File: config.mk
export PLATFORM = sky130hd
export DESIGN_NAME = imu_dual_frame_parser_top
export DESIGN_NICKNAME = d
export VERILOG_FILES = /design/src/rtl/core/idfp_pkg.sv /design/src/rtl/core/idfp_frame_acc.sv /design/src/rtl/core/imu_dual_frame_parser_top.sv
export VERILOG_INCLUDE_DIRS = /design/src /design/src/rtl/core
export SDC_FILE = /design/constraint.sdc
export NUM_CORES = 1
export LEC_CHECK = 0
export BUFFER_PORTS_ARGS = -buffer_cell sky130_fd_sc_hd__buf_4
export CAP_MARGIN = 20
export CORE_UTILIZATION = 50
export DETAILED_ROUTE_END_ITERATION = 8
export PLACE_DENSITY = 0.68
export SKIP_CTS_REPAIR_TIMING = 1
export SLEW_MARGIN = 15
export SYNTH_ARGS = -nofsm -noshare
export SYNTH_HDL_FRONTEND = slang
export SYNTH_SLANG_ARGS = --single-unit
File: constraint.sdc
create_clock -name i_clk -period 2.9 [get_ports i_clk]
set_input_delay 0.435 -clock i_clk [delete_from_list [all_inputs] [get_ports i_clk]]
set_output_delay 0.435 -clock i_clk [all_outputs]
set_load 0.02 [all_outputs]
File: src/rtl/core/assert_macros.svh
// Assertion macros for the RTL files that check their own logic.
`ifndef ASSERT_MACROS_SVH
`define ASSERT_MACROS_SVH

// Check a property on every rising clock edge, off while reset is held.
`define ASSERT_CLK(lbl, clk, rst_n, prop) \
    lbl: assert property (@(posedge clk) disable iff (!(rst_n)) (prop)) \
        else $error("assertion failed");

// Check that an expression never holds outside reset.
`define ASSERT_NEVER(lbl, clk, rst_n, expr) \
    lbl: assert property (@(posedge clk) disable iff (!(rst_n)) !(expr)) \
        else $error("forbidden condition seen");

`endif

File: src/rtl/core/idfp_pkg.sv
// Package with beat types and frame layout constants for the IMU frame parser.
`timescale 1ns / 1ps

package idfp_pkg;

    // Beat kinds on the input channel
    localparam logic KIND_DATA = 1'b0;
    localparam logic KIND_IDLE = 1'b1;

    // Burst buffer size: the byte count saturates here
    localparam logic [7:0] BUFFER_SIZE = 8'd32;

    // Frame layout
    localparam logic [7:0] FRAME_LEN   = 8'd22;
    localparam logic [7:0] SUM_LEN     = 8'd10;
    localparam logic [7:0] SECOND_PKT  = 8'd11;
    localparam logic [7:0] POS_SYNC_A  = 8'd0;
    localparam logic [7:0] POS_TYPE_A  = 8'd1;
    localparam logic [7:0] POS_RATE_LO = 8'd6;
    localparam logic [7:0] POS_RATE_HI = 8'd7;
    localparam logic [7:0] POS_CSUM_A  = 8'd10;
    localparam logic [7:0] POS_SYNC_B  = 8'd11;
    localparam logic [7:0] POS_TYPE_B  = 8'd12;
    localparam logic [7:0] POS_YAW_LO  = 8'd17;
    localparam logic [7:0] POS_YAW_HI  = 8'd18;
    localparam logic [7:0] POS_CSUM_B  = 8'd21;

    // Header byte values
    localparam logic [7:0] HDR_SYNC  = 8'h55;
    localparam logic [7:0] HDR_RATE  = 8'h52;
    localparam logic [7:0] HDR_ANGLE = 8'h53;

    typedef struct packed {
        logic       kind;
        logic [7:0] data_byte;
    } t_in_beat;

    typedef struct packed {
        logic               frame_ok;
        logic signed [15:0] rate_raw;
        logic signed [15:0] yaw_raw;
    } t_out_beat;

endpackage

File: src/rtl/core/idfp_frame_acc.sv
// Running frame accumulator: checks header bytes, captures checksum and payload bytes and sums.
`timescale 1ns / 1ps

module idfp_frame_acc (
    input  logic                i_clk,
    input  logic                i_rst_n,
    input  logic                i_beat_take,
    input  idfp_pkg::t_in_beat  i_beat,
    output idfp_pkg::t_out_beat o_result
);

    logic [7:0] r_count, n_count;
    logic       r_hdr_ok, n_hdr_ok;
    logic [7:0] r_sum_a, n_sum_a;
    logic [7:0] r_sum_b, n_sum_b;
    logic [7:0] r_csum_a, n_csum_a;
    logic [7:0] r_csum_b, n_csum_b;
    logic [7:0] r_rate_lo, n_rate_lo;
    logic [7:0] r_rate_hi, n_rate_hi;
    logic [7:0] r_yaw_lo, n_yaw_lo;
    logic [7:0] r_yaw_hi, n_yaw_hi;
    logic       w_store;
    logic       w_ok;

    // Store a byte only while the count is below the buffer size
    assign w_store = i_beat_take && (i_beat.kind == idfp_pkg::KIND_DATA) &&
                     (r_count < idfp_pkg::BUFFER_SIZE);

    // Advance count, sums and captured bytes; restart on an idle beat
    always_comb begin
        n_count   = r_count;
        n_hdr_ok  = r_hdr_ok;
        n_sum_a   = r_sum_a;
        n_sum_b   = r_sum_b;
        n_csum_a  = r_csum_a;
        n_csum_b  = r_csum_b;
        n_rate_lo = r_rate_lo;
        n_rate_hi = r_rate_hi;
        n_yaw_lo  = r_yaw_lo;
        n_yaw_hi  = r_yaw_hi;
        if (i_beat_take && (i_beat.kind == idfp_pkg::KIND_IDLE)) begin
            n_count  = '0;
            n_hdr_ok = 1'b1;
            n_sum_a  = '0;
            n_sum_b  = '0;
        end else if (w_store) begin
            n_count = r_count + 8'd1;
            if (r_count < idfp_pkg::SUM_LEN) begin
                n_sum_a = r_sum_a + i_beat.data_byte;
            end
            if ((r_count >= idfp_pkg::SECOND_PKT) &&
                (r_count < idfp_pkg::SECOND_PKT + idfp_pkg::SUM_LEN)) begin
                n_sum_b = r_sum_b + i_beat.data_byte;
            end
            unique case (r_count)
                idfp_pkg::POS_SYNC_A: begin
                    if (i_beat.data_byte != idfp_pkg::HDR_SYNC) n_hdr_ok = 1'b0;
                end
                idfp_pkg::POS_TYPE_A: begin
                    if (i_beat.data_byte != idfp_pkg::HDR_RATE) n_hdr_ok = 1'b0;
                end
                idfp_pkg::POS_SYNC_B: begin
                    if (i_beat.data_byte != idfp_pkg::HDR_SYNC) n_hdr_ok = 1'b0;
                end
                idfp_pkg::POS_TYPE_B: begin
                    if (i_beat.data_byte != idfp_pkg::HDR_ANGLE) n_hdr_ok = 1'b0;
                end
                idfp_pkg::POS_RATE_LO: n_rate_lo = i_beat.data_byte;
                idfp_pkg::POS_RATE_HI: n_rate_hi = i_beat.data_byte;
                idfp_pkg::POS_CSUM_A:  n_csum_a  = i_beat.data_byte;
                idfp_pkg::POS_YAW_LO:  n_yaw_lo  = i_beat.data_byte;
                idfp_pkg::POS_YAW_HI:  n_yaw_hi  = i_beat.data_byte;
                idfp_pkg::POS_CSUM_B:  n_csum_b  = i_beat.data_byte;
                default: begin
                end
            endcase
        end
    end

    // Hold control state under reset; captured bytes need none
    always_ff @(posedge i_clk) begin
        if (!i_rst_n) begin
            r_count  <= '0;
            r_hdr_ok <= 1'b1;
            r_sum_a  <= '0;
            r_sum_b  <= '0;
        end else begin
            r_count  <= n_count;
            r_hdr_ok <= n_hdr_ok;
            r_sum_a  <= n_sum_a;
            r_sum_b  <= n_sum_b;
        end
        r_csum_a  <= n_csum_a;
        r_csum_b  <= n_csum_b;
        r_rate_lo <= n_rate_lo;
        r_rate_hi <= n_rate_hi;
        r_yaw_lo  <= n_yaw_lo;
        r_yaw_hi  <= n_yaw_hi;
    end

    // Judge the burst: length, headers and both checksums
    assign w_ok = (r_count >= idfp_pkg::FRAME_LEN) && r_hdr_ok &&
                  (r_csum_a == r_sum_a) && (r_csum_b == r_sum_b);

    always_comb begin
        o_result.frame_ok = w_ok;
        o_result.rate_raw = w_ok ? $signed({r_rate_hi, r_rate_lo}) : 16'sd0;
        o_result.yaw_raw  = w_ok ? $signed({r_yaw_hi, r_yaw_lo}) : 16'sd0;
    end

endmodule

File: src/rtl/core/imu_dual_frame_parser_top.sv
// IMU dual frame parser: the result of an accepted idle beat is registered and shown on the next cycle.
// Throughput: one input beat per cycle, data or idle, while the result register is empty or being taken.
// Data beats produce no result; every idle beat produces exactly one.
// The result register frees the input side whenever it is empty or being taken.
// Synchronous active-low reset clears the byte count, sums and output valid.
`timescale 1ns / 1ps

`include "assert_macros.svh"

module imu_dual_frame_parser_top (
    input  logic                i_clk,
    input  logic                i_rst_n,
    input  logic                i_in_valid,
    output logic                o_in_ready,
    input  idfp_pkg::t_in_beat  i_in_data,
    output logic                o_out_valid,
    input  logic                i_out_ready,
    output idfp_pkg::t_out_beat o_out_data
);

    logic                r_out_valid;
    idfp_pkg::t_out_beat r_out_data;
    idfp_pkg::t_out_beat w_result;
    logic                w_in_take;
    logic                w_idle_take;

    assign o_in_ready  = !r_out_valid || i_out_ready;
    assign w_in_take   = i_in_valid && o_in_ready;
    assign w_idle_take = w_in_take && (i_in_data.kind == idfp_pkg::KIND_IDLE);

    idfp_frame_acc u_acc (
        .i_clk       (i_clk),
        .i_rst_n     (i_rst_n),
        .i_beat_take (w_in_take),
        .i_beat      (i_in_data),
        .o_result    (w_result)
    );

    // Load the result on an idle beat; drop valid once the beat is taken
    always_ff @(posedge i_clk) begin
        if (!i_rst_n) begin
            r_out_valid <= 1'b0;
        end else if (w_idle_take) begin
            r_out_valid <= 1'b1;
        end else if (i_out_ready) begin
            r_out_valid <= 1'b0;
        end
        if (w_idle_take) begin
            r_out_data <= w_result;
        end
    end

    assign o_out_valid = r_out_valid;
    assign o_out_data  = r_out_data;

    // An idle beat always yields a result on the next cycle
    `ASSERT_CLK(a_idle_gives_result, i_clk, i_rst_n, w_idle_take |=> o_out_valid)
    // A data beat never raises output valid
    `ASSERT_CLK(a_data_no_result, i_clk, i_rst_n,
        (w_in_take && !w_idle_take && !o_out_valid) |=> !o_out_valid)
    // A failed frame reports zero rate and yaw
    `ASSERT_NEVER(a_fail_zero, i_clk, i_rst_n,
        o_out_valid && !o_out_data.frame_ok &&
        ((o_out_data.rate_raw != 16'sd0) || (o_out_data.yaw_raw != 16'sd0)))

endmodule
==> results.py <==
metrics = {
    "run_status": {
        "status": "finished, final reports clean",
    },
    "logic_synthesis": {
        "yosys_warnings": 0,
        "ys_types": 55,
        "synthTopCellsByCount": "81 x edfxtp_1, 36 x and2_1, 26 x dfxtp_1, 22 x nand2_1",
        "synth_edf_count": 81,
        "synthesis.nets": 395,
        "yosysMostFrequentCell": "edfxtp_1",
        "ys_ff_latch": 107,
        "syn_inst": 362,
        "ys_seq_area_share_pct": 62.3,
        "async_flop_share_pct": 0,
        "synthesis.area_um2": 4740,
        "synth_top_area_share_pct": 51.3,
        "synth.avg_cell_area_um2": 13.1,
        "synth-main-ff-cell": "edfxtp_1",
        "ys_top_cells_by_area": "edfxtp_1 51%, dfxtp_1 11%, and2_1 4.7%, ha_1 4.7%, xnor2_1 2.8%",
        "yosys.area.top_type": "edfxtp_1",
    },
    "route": {
        "dr_wl_met3_um": 381,
        "drt_wl_total_mm": 8.69,
        "drt-wirelength-per-cell_um": 16.4,
        "ant_nets": 0,
        "maxUsedRoutingLayer": "met4",
        "viasPerCell": 5.43,
        "drt-met1-wl_mm": 4.01,
        "vias": 2874,
        "firstDrtPassIters": 4,
        "wl_met2_mm": 4.17,
        "drtIter0Drc": 72,
        "drc_errors": 0,
    },
    "worst_hold_path": {
        "min-delay-path-class": "in -> reg",
        "worstHoldStart": "i_rst_n",
        "hold_depth": 2,
        "hold_path_end": "o_out_valid",
    },
    "timing": {
        "clock_skew_ps": 11.8,
        "finalCritPeriodShare_pct": 74.3,
        "timing_hold_violations_final": 0,
        "fmax_mhz": 464,
        "period_minus_slack_ps": 2160,
        "drv_slew": 0,
        "relSlewSlack_pct": 44.8,
        "tns_ps": 0,
        "final.setup.worst_slack_ps": 745,
        "setup-violations-final": 0,
        "tightest_slew_ps": 823,
        "rsz0062_at_grt": "no",
    },
    "worst_setup_path": {
        "worstSetupEndpointType": "flip-flop",
        "worstReg2RegEnd": "o_out_data[16]",
        "worstRegToRegCells": 6,
        "path_max_fanout": 33,
        "worstReg2RegStart": "u_acc.r_count[2]",
        "crit_slowest_cell": "dfxtp_1",
        "start_kind": "flip-flop",
        "path_cells": "a21oi_1 > o21ai_1 > nand4_1 > nor4_4 > buf_4 > and2_1",
        "max_stage_delay_ps": 680,
        "cp.arrival_ps": 2400,
        "required_ps": 3140,
        "critPathKind": "reg -> reg",
        "r2r_setup_slack_ps": 740,
    },
    "place": {
        "place_hpwl_mm": 5.99,
        "globalplace.congestion": 0.872,
        "dp_slack_ps": 621,
        "port_buffers": 47,
    },
    "power_and_ir_drop": {
        "power.density_nw_per_um2": 512,
        "power_uw": 2750,
        "ir_drop_mv": 0.229,
        "leakage_uw": 0.00201,
    },
    "cells_and_area": {
        "final_core_util_pct": 58.5,
        "area_growth_pct": 13.5,
        "nets": 446,
        "drive_gt1_share_pct": 19.4,
        "antenna_cells": 0,
        "multiInputGateArea_um2": 1670,
        "n_fill_cell": 751,
        "seq_area_um2": 2950,
    },
    "grt": {
        "gr-total-overflow": 0,
        "first_global_vias": 2764,
        "grt_antenna_before_repair": 0,
        "grt.total_usage_pct": 19.3,
        "grt_pass1_wl_mm": 14.2,
        "grt_max_degree": 34,
    },
    "clock_tree": {
        "path_clk_slew_ps": 110,
        "cts_tree": "yes",
        "clockRootBuffer": "clkbuf_8",
        "cts_buffer_depth": 2,
        "cts-htree-levels": 3,
        "clk_latency_ps": 370,
        "cts.sinks": 107,
        "cts_buffers": 9,
    },
    "floorplan": {
        "die_y_um": 99.4,
        "core-area_um2": 9200,
        "start_util_pct": 51.6,
        "io_pins": 48,
        "fp-row-count": 35,
        "die_area_um2": 9880,
        "die_x_um": 99.4,
    },
    "flow_run": {
        "timing.max_cap.violations": 0,
    },
}
## per-stage QoR
stage	instances	area, µm²	hold WS (ps)
after global routing	529	5380	316
after CTS	529	5380	315
final	529	5380	335
after global placement	513	5190	471
after detailed placement	513	5190	474
after floorplan	362	4740	455
## logic make-up after synthesis
logic type	count (synthesis)	synth area share, %
flip-flops	107	62.3
multiplexers	10	2.14
AND/OR/NAND/NOR	124	15.6
XOR/XNOR	24	4.43
adder cells (fa/ha/maj)	20	5.59
AO/OA/AOI/OAI	55	7.36
buffers and inverters	22	2.61
## final cells by class
type	instances	area share, %
clock buffer	9	2.30
multi-input combinational	233	31.0
inverter	9	0.628
clock inverter	7	1.23
tap	111	2.58
sequential	107	54.9
timing repair buffer	53	7.39
## power by group
group / switching [µW] / total [µW] / internal, µW / leakage (µW)
Sequential: 13.2 / 1680 / 1660 / 0.000962
Combinational: 121 / 198 / 77.2 / 0.000948
Clock: 543 / 879 / 336 / 0.0000973
Total: 678 / 2750 / 2080 / 0.00201
## registers in the layout, indices dropped and copies added (netlist names)
signal           flops
u_acc.r_count        8
u_acc.r_sum_a        8
u_acc.r_yaw_lo       8
u_acc.r_rate_lo      8
u_acc.r_yaw_hi       8
u_acc.r_sum_b        8
u_acc.r_rate_hi      8
o_out_valid          1
o_out_data          33
u_acc.r_csum_a       8
u_acc.r_csum_b       8
u_acc.r_hdr_ok       1
## per-layer routing
metal  vias up  GRT usage [%]
li1       1421              -
met1      1372           25.6
met2        71           31.8
met3        10           3.58
met4         0           7.35
met5         -              0
## placed cells by master (no fill, tap or decap), types with 2 or more instances in the layout
master | netlist | layout
a21oi_1 | 18 | 18
clkbuf_8 | 0 | 9
mux2i_1 | 9 | 9
xnor2_1 | 15 | 15
nand3b_1 | 5 | 5
a31oi_1 | 2 | 2
nor4b_1 | 2 | 2
nand2b_1 | 3 | 3
xor2_1 | 9 | 9
fa_1 | 2 | 2
nor2b_1 | 3 | 3
o21a_1 | 4 | 4
inv_2 | 2 | 2
a21o_1 | 3 | 3
a31o_2 | 2 | 2
inv_1 | 7 | 7
buf_4 | 4 | 53
o211ai_1 | 2 | 2
nor4_1 | 4 | 4
o21ai_1 | 2 | 3
and2_1 | 36 | 36
nand3_1 | 5 | 5
a211oi_1 | 2 | 2
ha_1 | 18 | 18
nor3b_1 | 2 | 2
nand4_1 | 9 | 9
nor3_1 | 5 | 5
o21ai_0 | 11 | 10
nor2_1 | 17 | 16
inv_6 | 0 | 4
nand2_1 | 22 | 22
edfxtp_1 | 81 | 81
dfxtp_1 | 26 | 26
nor2_2 | 1 | 2
## worst max path at each step
stage                startpoint           endpoint  slack [ps]  cells past startpoint
6_report       u_acc.r_count[2]     o_out_data[16]         740                      6
5_1_grt        u_acc.r_count[2]     o_out_data[16]         580                      6
4_1_cts        u_acc.r_count[2]     o_out_data[29]         770                      6
3_5_place_dp       i_in_data[0]   u_acc.r_sum_b[6]         620                      9
3_3_place_gp       i_in_data[0]   u_acc.r_sum_b[6]         690                      9
2_1_floorplan       o_out_valid  u_acc.r_yaw_hi[0]         330                      6
## critical path: cells and delay by family (launching register included)
| kind | cells | cell delay, ps |
|---|---|---|
| DFF | 1 | 680 |
| buffers and inverters | 1 | 300 |
| AOI/OAI and AO/OA | 2 | 380 |
| and+or+nand+nor | 3 | 660 |
(Power assumes the default switching activity.)
